<file path="src/design/rqps_pkg.sv">
package rqps_pkg;

  localparam int DEPTH  = 16;
  localparam int ADDR_W = (DEPTH > 1) ? $clog2(DEPTH) : 1;
  localparam int CNT_W  = $clog2(DEPTH + 1);

  localparam int CMD_W = 3;
  localparam int ID_W  = 8;
  localparam int PR_W  = 8;
  localparam int ST_W  = 2;
  localparam int OUT_CNT_W = 5;

  localparam logic [CMD_W-1:0] CMD_APPEND    = 3'd0;
  localparam logic [CMD_W-1:0] CMD_INSERT    = 3'd1;
  localparam logic [CMD_W-1:0] CMD_POP_HEAD  = 3'd2;
  localparam logic [CMD_W-1:0] CMD_POP_BEST  = 3'd3;
  localparam logic [CMD_W-1:0] CMD_PEEK_BEST = 3'd4;
  localparam logic [CMD_W-1:0] CMD_REMOVE    = 3'd5;
  localparam logic [CMD_W-1:0] CMD_TEST      = 3'd6;
  localparam logic [CMD_W-1:0] CMD_NOP       = 3'd7;

  localparam logic [ST_W-1:0] ST_OK        = 2'd0;
  localparam logic [ST_W-1:0] ST_EMPTY     = 2'd1;
  localparam logic [ST_W-1:0] ST_FULL      = 2'd2;
  localparam logic [ST_W-1:0] ST_NOT_FOUND = 2'd3;

  typedef struct packed {
    logic [ID_W-1:0] id;
    logic [PR_W-1:0] pr;
  } ent_t;

  typedef struct packed {
    logic              rd_en;
    logic [ADDR_W-1:0] rd_addr;
    logic              wr_en;
    logic [ADDR_W-1:0] wr_addr;
    ent_t              wr_data;
  } ram_req_t;

  typedef struct packed {
    logic [ID_W-1:0]  id;
    logic [PR_W-1:0]  pr;
    logic [ST_W-1:0]  status;
    logic [CNT_W-1:0] count;
  } res_t;

endpackage

</file>
<file path="src/design/rqps_store.sv">
module rqps_store (
  input  logic              clk,
  input  rqps_pkg::ram_req_t req,
  output rqps_pkg::ent_t    rd_data
);

  rqps_pkg::ent_t mem [rqps_pkg::DEPTH];

  always_ff @(posedge clk) begin
    if (req.wr_en) begin
      mem[req.wr_addr] <= req.wr_data;
    end
    if (req.rd_en) begin
      rd_data <= mem[req.rd_addr];
    end
  end

endmodule

</file>
<file path="src/design/rqps_ctrl.sv">
module rqps_ctrl (
  input  logic                          clk,
  input  logic                          rst,
  input  logic                          in_valid,
  output logic                          in_ready,
  input  logic [rqps_pkg::CMD_W-1:0]    in_cmd,
  input  logic [rqps_pkg::ID_W-1:0]     in_id,
  input  logic [rqps_pkg::PR_W-1:0]     in_pr,
  input  logic                          res_ready,
  output logic                          done,
  output rqps_pkg::res_t                res,
  output rqps_pkg::ram_req_t            ram_req,
  input  rqps_pkg::ent_t                rd_data
);

  localparam logic [3:0] S_IDLE   = 4'd0;
  localparam logic [3:0] S_DECODE = 4'd1;
  localparam logic [3:0] S_SCAN   = 4'd2;
  localparam logic [3:0] S_HEAD   = 4'd3;
  localparam logic [3:0] S_DROP0  = 4'd4;
  localparam logic [3:0] S_DROP   = 4'd5;
  localparam logic [3:0] S_SHIFT0 = 4'd6;
  localparam logic [3:0] S_SHIFT  = 4'd7;
  localparam logic [3:0] S_PLACE  = 4'd8;
  localparam logic [3:0] S_FINISH = 4'd9;

  localparam int AW = rqps_pkg::ADDR_W;
  localparam int CW = rqps_pkg::CNT_W;

  logic [3:0]                     state, state_next;
  logic [rqps_pkg::CMD_W-1:0]     cmd;
  logic [rqps_pkg::ID_W-1:0]      id;
  logic [rqps_pkg::PR_W-1:0]      pr;
  logic [AW-1:0]                  idx, idx_next;
  logic [AW-1:0]                  mark, mark_next;
  rqps_pkg::ent_t                 best, best_next;
  logic [CW-1:0]                  count, count_next;
  logic [rqps_pkg::ID_W-1:0]      res_id, res_id_next;
  logic [rqps_pkg::PR_W-1:0]      res_pr, res_pr_next;
  logic [rqps_pkg::ST_W-1:0]      res_st, res_st_next;

  logic          full, empty, at_last, better;
  logic [CW-1:0] idx_ext;
  logic [AW-1:0] sel_idx;
  rqps_pkg::ent_t sel_ent;

  assign in_ready = (state == S_IDLE);
  assign done     = (state == S_FINISH);
  assign res      = '{id: res_id, pr: res_pr, status: res_st, count: count};

  assign full    = (count == CW'(rqps_pkg::DEPTH));
  assign empty   = (count == '0);
  assign idx_ext = CW'(idx);
  assign at_last = ((idx_ext + CW'(1)) == count);
  // earliest entry with the lowest number wins, so replace only on strictly lower
  assign better  = (idx == '0) || (rd_data.pr < best.pr);
  assign sel_idx = better ? idx : mark;
  assign sel_ent = better ? rd_data : best;

  always_comb begin
    state_next  = state;
    idx_next    = idx;
    mark_next   = mark;
    best_next   = best;
    count_next  = count;
    res_id_next = res_id;
    res_pr_next = res_pr;
    res_st_next = res_st;
    ram_req     = '0;
    ram_req.wr_data = '{id: id, pr: pr};

    case (state)
      S_IDLE: begin
        if (in_valid) begin
          state_next = S_DECODE;
        end
      end
      S_DECODE: begin
        res_id_next = '0;
        res_pr_next = '0;
        res_st_next = rqps_pkg::ST_OK;
        idx_next    = '0;
        state_next  = S_FINISH;
        case (cmd)
          rqps_pkg::CMD_APPEND, rqps_pkg::CMD_INSERT: begin
            if (full) begin
              res_st_next = rqps_pkg::ST_FULL;
            end else if (cmd == rqps_pkg::CMD_APPEND || empty) begin
              ram_req.wr_en   = 1'b1;
              ram_req.wr_addr = AW'(count);
              count_next      = count + CW'(1);
            end else begin
              ram_req.rd_en = 1'b1;
              state_next    = S_SCAN;
            end
          end
          rqps_pkg::CMD_POP_HEAD, rqps_pkg::CMD_POP_BEST, rqps_pkg::CMD_PEEK_BEST: begin
            if (empty) begin
              res_st_next = rqps_pkg::ST_EMPTY;
            end else begin
              ram_req.rd_en = 1'b1;
              state_next = (cmd == rqps_pkg::CMD_POP_HEAD) ? S_HEAD : S_SCAN;
            end
          end
          rqps_pkg::CMD_REMOVE, rqps_pkg::CMD_TEST: begin
            if (empty) begin
              res_st_next = rqps_pkg::ST_NOT_FOUND;
            end else begin
              ram_req.rd_en = 1'b1;
              state_next    = S_SCAN;
            end
          end
          default: ;
        endcase
      end
      S_SCAN: begin
        // read data here belongs to slot idx; prefetch the next slot
        ram_req.rd_addr = idx + AW'(1);
        case (cmd)
          rqps_pkg::CMD_INSERT: begin
            if (rd_data.pr > pr) begin
              mark_next  = idx;
              state_next = S_SHIFT0;
            end else if (at_last) begin
              ram_req.wr_en   = 1'b1;
              ram_req.wr_addr = AW'(count);
              count_next      = count + CW'(1);
              state_next      = S_FINISH;
            end else begin
              ram_req.rd_en = 1'b1;
              idx_next      = idx + AW'(1);
            end
          end
          rqps_pkg::CMD_POP_BEST, rqps_pkg::CMD_PEEK_BEST: begin
            mark_next = sel_idx;
            best_next = sel_ent;
            if (at_last) begin
              res_id_next = sel_ent.id;
              res_pr_next = sel_ent.pr;
              state_next  = (cmd == rqps_pkg::CMD_PEEK_BEST) ? S_FINISH : S_DROP0;
            end else begin
              ram_req.rd_en = 1'b1;
              idx_next      = idx + AW'(1);
            end
          end
          default: begin
            if (rd_data.id == id) begin
              mark_next  = idx;
              state_next = (cmd == rqps_pkg::CMD_REMOVE) ? S_DROP0 : S_FINISH;
            end else if (at_last) begin
              res_st_next = rqps_pkg::ST_NOT_FOUND;
              state_next  = S_FINISH;
            end else begin
              ram_req.rd_en = 1'b1;
              idx_next      = idx + AW'(1);
            end
          end
        endcase
      end
      S_HEAD: begin
        res_id_next = rd_data.id;
        res_pr_next = rd_data.pr;
        mark_next   = '0;
        state_next  = S_DROP0;
      end
      S_DROP0: begin
        if ((CW'(mark) + CW'(1)) == count) begin
          count_next = count - CW'(1);
          state_next = S_FINISH;
        end else begin
          ram_req.rd_en   = 1'b1;
          ram_req.rd_addr = mark + AW'(1);
          idx_next        = mark;
          state_next      = S_DROP;
        end
      end
      S_DROP: begin
        // move slot idx+1 down into slot idx
        ram_req.wr_en   = 1'b1;
        ram_req.wr_addr = idx;
        ram_req.wr_data = rd_data;
        if ((idx_ext + CW'(2)) < count) begin
          ram_req.rd_en   = 1'b1;
          ram_req.rd_addr = idx + AW'(2);
          idx_next        = idx + AW'(1);
        end else begin
          count_next = count - CW'(1);
          state_next = S_FINISH;
        end
      end
      S_SHIFT0: begin
        ram_req.rd_en   = 1'b1;
        ram_req.rd_addr = AW'(count - CW'(1));
        idx_next        = AW'(count - CW'(1));
        state_next      = S_SHIFT;
      end
      S_SHIFT: begin
        // move slot idx up into slot idx+1, walking toward the insert point
        ram_req.wr_en   = 1'b1;
        ram_req.wr_addr = idx + AW'(1);
        ram_req.wr_data = rd_data;
        if (idx == mark) begin
          state_next = S_PLACE;
        end else begin
          ram_req.rd_en   = 1'b1;
          ram_req.rd_addr = idx - AW'(1);
          idx_next        = idx - AW'(1);
        end
      end
      S_PLACE: begin
        ram_req.wr_en   = 1'b1;
        ram_req.wr_addr = mark;
        count_next      = count + CW'(1);
        state_next      = S_FINISH;
      end
      S_FINISH: begin
        if (res_ready) begin
          state_next = S_IDLE;
        end
      end
      default: state_next = S_IDLE;
    endcase
  end

  always_ff @(posedge clk) begin
    if (rst) begin
      state <= S_IDLE;
      count <= '0;
    end else begin
      state <= state_next;
      count <= count_next;
    end
    if (state == S_IDLE && in_valid) begin
      cmd <= in_cmd;
      id  <= in_id;
      pr  <= in_pr;
    end
    idx    <= idx_next;
    mark   <= mark_next;
    best   <= best_next;
    res_id <= res_id_next;
    res_pr <= res_pr_next;
    res_st <= res_st_next;
  end

  a_count_range: assert property (@(posedge clk) disable iff (rst)
    count <= CW'(rqps_pkg::DEPTH))
    else $error("entry count beyond depth");

  a_count_step: assert property (@(posedge clk) disable iff (rst)
    (count != $past(count)) |->
      (count == $past(count) + CW'(1) || count == $past(count) - CW'(1)))
    else $error("entry count moved by more than one");

  a_write_in_list: assert property (@(posedge clk) disable iff (rst)
    ram_req.wr_en |-> (CW'(ram_req.wr_addr) <= count))
    else $error("slot write past the tail");

  a_full_status: assert property (@(posedge clk) disable iff (rst)
    (done && res.status == rqps_pkg::ST_FULL) |-> full)
    else $error("full status on a list with room");

  a_empty_status: assert property (@(posedge clk) disable iff (rst)
    (done && res.status == rqps_pkg::ST_EMPTY) |-> empty)
    else $error("empty status on a list with entries");

endmodule

</file>
<file path="src/design/ready_queue_priority_scheduler_top.sv">
// Ready-queue scheduler: up to 16 (id, priority) entries, lower priority number
// more urgent, slot 0 the head.
// Input channel (s_*): one word per command. s_tuser carries the command
// (append, insert by priority, pop head, pop best, peek best, remove id,
// test id, no-op); s_tdata carries the process id and the priority.
// Output channel (m_*): exactly one word per command, in command order.
// m_tuser carries the status (ok, empty, full, id not found); m_tdata carries
// the popped or peeked entry (zero otherwise) and the entry count afterwards.
// Timing: a sequencer walks one slot memory a slot per cycle. Append, no-op and
// errors need no walk; peek best and test scan the list, remove scans and then
// closes the gap, pop head reads the head and closes the gap, insert scans and
// then shifts the tail up, and pop best makes a full scan and then closes the
// gap. s_tready rises in the cycle after the word leaves the sequencer.
// The result lands in an output register; the next command is taken while
// that word still waits. If the receiver stalls, the following result holds
// inside the sequencer and no further command is taken.
// Reset empties the list at once; slot contents need no clearing.
module ready_queue_priority_scheduler_top (
  input  logic        clk,
  input  logic        rst,
  input  logic        s_tvalid,
  output logic        s_tready,
  input  logic [15:0] s_tdata,   // [7:0] process_id, [15:8] priority_req
  input  logic [2:0]  s_tuser,   // [2:0] command
  output logic        m_tvalid,
  input  logic        m_tready,
  output logic [23:0] m_tdata,   // [7:0] out_process_id, [15:8] out_priority,
                                 // [20:16] entry_count, [23:21] zero
  output logic [1:0]  m_tuser    // [1:0] status
);

  rqps_pkg::ram_req_t ram_req;
  rqps_pkg::ent_t     rd_data;
  rqps_pkg::res_t     res;
  logic               done;
  logic               out_free;

  // the output register can take a word when empty or draining this cycle
  assign out_free = !m_tvalid || m_tready;

  rqps_ctrl u_ctrl (
    .clk       (clk),
    .rst       (rst),
    .in_valid  (s_tvalid),
    .in_ready  (s_tready),
    .in_cmd    (s_tuser),
    .in_id     (s_tdata[7:0]),
    .in_pr     (s_tdata[15:8]),
    .res_ready (out_free),
    .done      (done),
    .res       (res),
    .ram_req   (ram_req),
    .rd_data   (rd_data)
  );

  rqps_store u_store (
    .clk     (clk),
    .req     (ram_req),
    .rd_data (rd_data)
  );

  // output word register
  always_ff @(posedge clk) begin
    if (rst) begin
      m_tvalid <= 1'b0;
    end else if (out_free) begin
      m_tvalid <= done;
    end
    if (out_free && done) begin
      m_tdata <= {3'b000, rqps_pkg::OUT_CNT_W'(res.count), res.pr, res.id};
      m_tuser <= res.status;
    end
  end

endmodule
</file>
<file path="config.mk">
export PLATFORM = sky130hd
export DESIGN_NAME = ready_queue_priority_scheduler_top
export DESIGN_NICKNAME = d
export VERILOG_FILES = /design/src/design/rqps_pkg.sv /design/src/design/rqps_store.sv /design/src/design/rqps_ctrl.sv /design/src/design/ready_queue_priority_scheduler_top.sv
export SDC_FILE = /design/constraint.sdc
export NUM_CORES = 1
export LEC_CHECK = 0
export BUFFER_PORTS_ARGS = -buffer_cell sky130_fd_sc_hd__buf_2
export CORE_MARGIN = 2
export CORE_UTILIZATION = 55
export CTS_BUF_LIST = sky130_fd_sc_hd__clkbuf_2 sky130_fd_sc_hd__clkbuf_4 sky130_fd_sc_hd__clkbuf_8
export DETAILED_ROUTE_END_ITERATION = 7
export MAX_ROUTING_LAYER = met4
export PLACE_DENSITY = 0.72
export SLEW_MARGIN = 25
export SYNTH_ARGS = -nofsm -noshare
export SYNTH_HDL_FRONTEND = slang
export SYNTH_SLANG_ARGS = --single-unit
</file>
<file path="constraint.sdc">
create_clock -name clk -period 4 [get_ports clk]
set_input_delay 0.6 -clock clk [delete_from_list [all_inputs] [get_ports clk]]
set_output_delay 0.6 -clock clk [all_outputs]
set_load 0.02 [all_outputs]
</file>
# After elaboration in Yosys (flattened, before gate mapping)
# Memory sizes are Yosys's and may differ from the RTL's. A register that Yosys moved wholly into a read port is not among the register bits.
# Cells that the tools add are included.
dict set report totals {
  inputBits 23
  ram_bits 256
  n_memories 1
  reg_bits 94
  wordCells 179
  output_inout_bits 28
}
# name words word_bits rd rd_clocked_by_memory_dff write_ports line
set memory_table {}
lappend memory_table {u_store.mem 16 16 1 1 1 rqps_store.sv:7} ;# rqps_pkg::ent_t mem [rqps_pkg::DEPTH];
dict set report op_classes {
  muxes 79
  add_sub_neg 9
  n_reduce_logical 29
  n_lt_le_gt_ge 3
  n_eq_ne 43
}
# cell count
set op_table {}
lappend op_table {{$mux W4} 24}
lappend op_table {{$mux W5} 17}
lappend op_table {{$pmux W5 S5} 2}
lappend op_table {{$pmux W8 S3} 2}
lappend op_table {{$pmux W4 S10} 1}
lappend op_table {{$mux W16} 2}
lappend op_table {{$mux W8} 4}
lappend op_table {{$pmux W4 S2} 4}
lappend op_table {{$pmux W4 S6} 1}
lappend op_table {{$ne A2 B2 Y1 const B} 11}
lappend op_table {{$pmux W4 S5} 1}
lappend op_table {{$eq A4 B3 Y1 const B} 4}
lappend op_table {{$ne A2 B1 Y1 const B} 6}
lappend op_table {{$pmux W4 S3} 1}
lappend op_table {{$add A4 B1 Y5 const B} 2}
lappend op_table {{$eq A5 B5 Y1} 2}
lappend op_table {{$mux W1} 10}
lappend op_table {{$mux W2} 5}
lappend op_table {{$eq A3 B3 Y1 const B} 3}
lappend op_table {{$ne A3 B2 Y1 const B} 3}
lappend op_table {{$reduce_and A9 Y1} 1}
lappend op_table {{$add A4 B1 Y4 const B} 2}
lappend op_table {{$eq A4 B2 Y1 const B} 2}
lappend op_table {{$eq A4 B4 Y1 const B} 2}
lappend op_table {{other kinds (39)} 51}

# Logic depth before layout (Yosys ltp)
dict set report logic_depth {
  depth_word 8
  depth_mapped 15
  depth_no_buf 11
}

# By module
# Synthesis repeated with hierarchy kept, for this count alone.
dict set report unflattened {
  cells_unflattened 981
  area_unflattened_um2 15995.3
}
# module n_inst area_each_um2 seq_area_each_um2 cells_each
set modules_own_cells {}
lappend modules_own_cells {rqps_store 1 10202.3 8167.8 432}
lappend modules_own_cells {rqps_ctrl 1 5021.1 2011.9 517}
lappend modules_own_cells {ready_queue_priority_scheduler_top 1 772.0 710.7 32}

# Least setup slack after synthesis
# No wires, ideal clock.
dict set report synth_timing {
  kind {flip-flop to flip-flop}
  from {register u_ctrl.idx[0]}
  to {register u_ctrl.res_id[0] (netlist bit), enable pin}
  setup_ns 0.409
  synth_period_minus_slack_ns 3.531
  stages_incl_launch_ff 10
  t_arrival_ns 3.122
  required_time_ns 3.591
  setup_slack_ns 0.469
  n_path_buf 2
  path_cell_list {edfxtp_1 buf_2 inv_1 ha_1 xor2_1 a211oi_1 o2111a_1 clkbuf_1 a31oi_1 nor3_1}
}
dict set report synth_via {
  elab_chain_cells 4
}
# element line
set synth_rtl {}
lappend synth_rtl {{from (decl)} rqps_ctrl.sv:34} ;# logic [AW-1:0] idx, idx_next;
lappend synth_rtl {{from (signal assigned)} rqps_ctrl.sv:238} ;# idx <= idx_next;
lappend synth_rtl {{$add A4 B1 Y5} rqps_ctrl.sv:54} ;# assign at_last = ((idx_ext + CW'(1)) == count);
lappend synth_rtl {{$eq A5 B5 Y1} rqps_ctrl.sv:54}
lappend synth_rtl {{$ne A2 B1 Y1 (no source line)} -}
lappend synth_rtl {{$reduce_and A3 Y1 (no source line)} -}
lappend synth_rtl {{to (signal assigned)} rqps_ctrl.sv:241} ;# res_id <= res_id_next;
lappend synth_rtl {{to (decl)} rqps_ctrl.sv:38} ;# logic [rqps_pkg::ID_W-1:0] res_id, res_id_next;
# Every way passes these cells.
# A chain may end at the register's enable or synchronous reset.

# Worst setup path in the final report
dict set report layout_timing {
  from {register u_ctrl.idx[1]}
  to {register u_store.rd_data[4] (netlist name)}
}
dict set report layout_via {
  elab_chain_cells 6
  word_cells_on_any_way 16
  classes_between {add/sub (5); order compare (1); eq/ne (2); mux (8)}
}
# element line
set layout_rtl {}
lappend layout_rtl {{$add A4 B1 Y5} rqps_ctrl.sv:54}
lappend layout_rtl {{$eq A5 B5 Y1} rqps_ctrl.sv:54}
lappend layout_rtl {{$mux W1} {rqps_ctrl.sv:124, rqps_ctrl.sv:137, rqps_ctrl.sv:150}}
lappend layout_rtl {{$mux W1, on equally long branches} {rqps_ctrl.sv:147, rqps_ctrl.sv:121}}
lappend layout_rtl {{$pmux W1 S2} rqps_ctrl.sv:119} ;# case (cmd)
lappend layout_rtl {{$pmux W1 S6} rqps_ctrl.sv:72} ;# case (state)
# Several ways; a longest one is shown, not always the timed one.

==> qor.csv <==
metric,value,unit
status,"finished, final reports clean",
RSZ-0062 raised after global routing,false,
first-pass GRT wire length,54400,µm
minimum clock period,3810,ps
Max Slew Vio Count,0,
setup repair bufs after CTS,0,
Clock power frac,0.229,
type of the worst setup path,flip-flop to flip-flop,
Avg Inst Size Synth,15.0,µm²
Worst Path Arrival,4110,ps
# clock sinks,366,
Post-synth ARST share,0,
Die Area,0.0304,mm²
"Setup violations, final",0,
Top Metal Used,met4,
power density cells,726,mW/mm²
Tot GR Track Use,0.242,
NetSw,4.51,mW
H-tree depth,2,
largest cells by area after synthesis,"edfxtp_1, mux2i_1, o22ai_1",
chip height,174,µm
core footprint,0.0286,mm²
final worst-path cycle share,0.952,
drt wl/cell,22.4,µm
register clock-pin slew on the reported worst setup and hold paths,70,ps
worst vdd ir,391,µV
R2R cell count,12,
Fin. Hold Viols,0,
Pre-antenna DRT Iters,6,
Synth top area share,0.670,
total power,13.1,mW
CTS resizes,0,
Die W,174,µm
worst-case clock buffer depth,3,
Lkg Pwr,6.18,nW
leading area contributor after synthesis,edfxtp_1,
WP data required,4300,ps
hpwl dp,22500,µm
Area Overhead vs Synth,13.3,%
largest net degree at the start of global routing,40,
metal2 WL,16900,µm
register area share after synthesis,0.683,
Int Power,8.61,mW
Unique masters post-synth,69,
mapped cell area,0.0160,mm²
hold buffer count at CTS,0,
Detail Route Antenna Nets,0,
Yosys warning total,0,
Flop pwr share,0.441,
Final TNS setup,0,ps
via count,9634,
number of nets in the layout,1218,
startpoint types,flip-flop,
fraction of layout cells with a size suffix above 1,0.200,
Std-Cell Rows,62,
CTS root buf,clkbuf_8,
"flops & latches, synth",366,
fmax,263,MHz
drt drc,0,
Initial Utilization,0.557,
min-delay worst type,primary input to flip-flop,
antenna violations before repair,0,
DRT iter0 DRCs,1001,
CP Capture Type,flip-flop,
vias in the first global route,9392,
worst-margin pin slew,955,ps
GPL Wtd Cong,0.941,
WL met1,15400,µm
grt ovf,0,
Slew HR,0.363,
TritonCTS clock tree,done,
FILL cells,2040,
Post-Route WL,35700,µm
max cap viols,0,
Detail Route met3 WL,2370,µm
WHS Path Cells,1,
worst skew pair latency,590,ps
reg2reg setup slack,190,ps
number of vias per cell,6.04,
Post-synth EDFFs,356,
final clock skew,29.1,ps
Syn Inst Count,1061,
combinational share of power,0.330,
CTS Buf Count,55,
Crit Path Max Fanout,39,
Synth Flop Type,edfxtp_1,
switching fraction of total power,0.344,
# IOs,51,
# diodes,0,
port buffer count,47,
kinds of logic (layout without fill, tap and decap cells):
| kind of cell | count (synthesis) | in the layout | share of synthesized area |
|---|---|---|---|
| other | 1 | 3 | 0.000235 |
| AND/OR/NAND/NOR | 178 | 178 | 0.0579 |
| flip-flops | 366 | 366 | 0.683 |
| XOR/XNOR | 32 | 32 | 0.0176 |
| buffers and inverters | 88 | 236 | 0.0260 |
| AO/OA/AOI/OAI | 204 | 204 | 0.0884 |
| adder cells (fa/ha/maj) | 29 | 29 | 0.0227 |
| multiplexers | 163 | 163 | 0.105 |
final cells by class:
| type | count | area (µm²) | area share |
|---|---|---|---|
| Tap cell | 384 | 480 | 0.0266 |
| Multi-Input combinational cell | 609 | 4720 | 0.261 |
| Sequential cell | 366 | 10900 | 0.602 |
| Clock inverter | 35 | 249 | 0.0138 |
| Timing Repair Buffer | 103 | 768 | 0.0425 |
| Clock buffer | 67 | 847 | 0.0469 |
| Inverter | 31 | 116 | 0.00644 |
per-layer routing:
metal  global-route usage  vias to the layer above
met5                    -                        -
met2                0.377                      393
li1                     -                     4395
met3               0.0365                       82
met4               0.0816                        0
met1                0.328                     4764
worst paths after layout:
path,endpoint,start
hold / removal,u_ctrl.id[6],s_tdata[6]
setup reg to reg,u_store.rd_data[4],u_ctrl.idx[1]
hold reg to reg,m_tdata[8],u_ctrl.res_pr[0]
setup / recovery,u_store.rd_data[4],u_ctrl.idx[1]
cell usage after synthesis (5+ instances only):
cell type / instances
o22ai_1: 67
mux2i_1: 131
o21bai_1: 5
nand2_1: 33
o211ai_1: 6
mux2_2: 32
nand2b_1: 10
buf_2: 22
xor2_1: 9
nand3_1: 8
edfxtp_1: 356
dfxtp_1: 10
nor2_1: 52
buf_6: 6
a32o_1: 16
o21ai_0: 24
a21oi_1: 33
and3_1: 5
or4_1: 17
nand4_1: 9
inv_1: 31
xnor2_1: 23
a21o_1: 6
clkbuf_1: 25
nor3_1: 8
ha_1: 29
nor2b_1: 14
cells in the final DEF (no fill, tap or decap), types with 4 or more instances in the layout:
master and count:
a211oi_1 4, a21o_1 5, a21oi_1 31, a221oi_1 4, a32o_1 16, and3_1 5
buf_12 9, buf_2 47, buf_4 47, clkbuf_4 12, clkbuf_8 55, clkinv_1 20
clkinv_2 7, dfxtp_1 10, edfxtp_1 356, ha_1 29, inv_1 31, mux2_2 32
mux2i_1 131, nand2_1 33, nand2b_1 10, nand3_1 8, nand4_1 9, nor2_1 46
nor2_2 7, nor2b_1 13, nor3_1 6, nor4_1 4, o211ai_1 6, o21ai_0 23
o21bai_1 5, o22ai_1 67, or3_1 4, or4_1 17, xnor2_1 23, xor2_1 9
worst max-delay path: stages, from the launching register on:
cell and delay, ps:
edfxtp_1 510, ha_1 300, xor2_1 170, ha_1 300, a21o_1 160, a21oi_1 220
nand3_1 170, o21ai_1 300, a21o_4 200, buf_12 280, mux2i_1 230, o22ai_1 90
or4_1 560
power groups by stage:
stage / clock (mW) / combinational, mW / sequential, mW
after floorplan: 0 / 3.06 / 5.62
after global placement: 0 / 4.20 / 5.81
after global routing: 3.23 / 4.70 / 5.83
final: 3.00 / 4.33 / 5.78
after detailed placement: 0 / 4.28 / 5.84
after CTS: 3.06 / 4.30 / 5.76
metrics by stage:
step           utilization  std cells  instance area [µm²]  worst slack (ps)  hold WS (ps)
2_1_floorplan            -       1063                16000               469           400
3_3_place_gp         0.592       1493                17000               245           401
3_5_place_dp         0.592       1493                17000               167           405
4_1_cts              0.631       1595                18100               146           159
5_1_grt              0.631       1595                18100              4.01           166
6_report             0.631       1595                18100               193           182
flip-flops by register name (all words and copies together) (netlist names):
| register | flops |
|---|---|
| u_ctrl.id | 8 |
| m_tuser | 2 |
| u_store.mem | 256 |
| u_ctrl.state | 4 |
| m_tvalid | 1 |
| u_ctrl.cmd | 3 |
| u_ctrl.count | 5 |
| u_ctrl.res_st | 2 |
| u_ctrl.pr | 8 |
| u_ctrl.res_id | 8 |
| u_ctrl.idx | 4 |
| m_tdata | 21 |
| u_ctrl.res_pr | 8 |
| u_ctrl.mark | 4 |
| u_store.rd_data | 16 |
| u_ctrl.best | 16 |
Note: power is estimated with default switching activity, not from simulation.
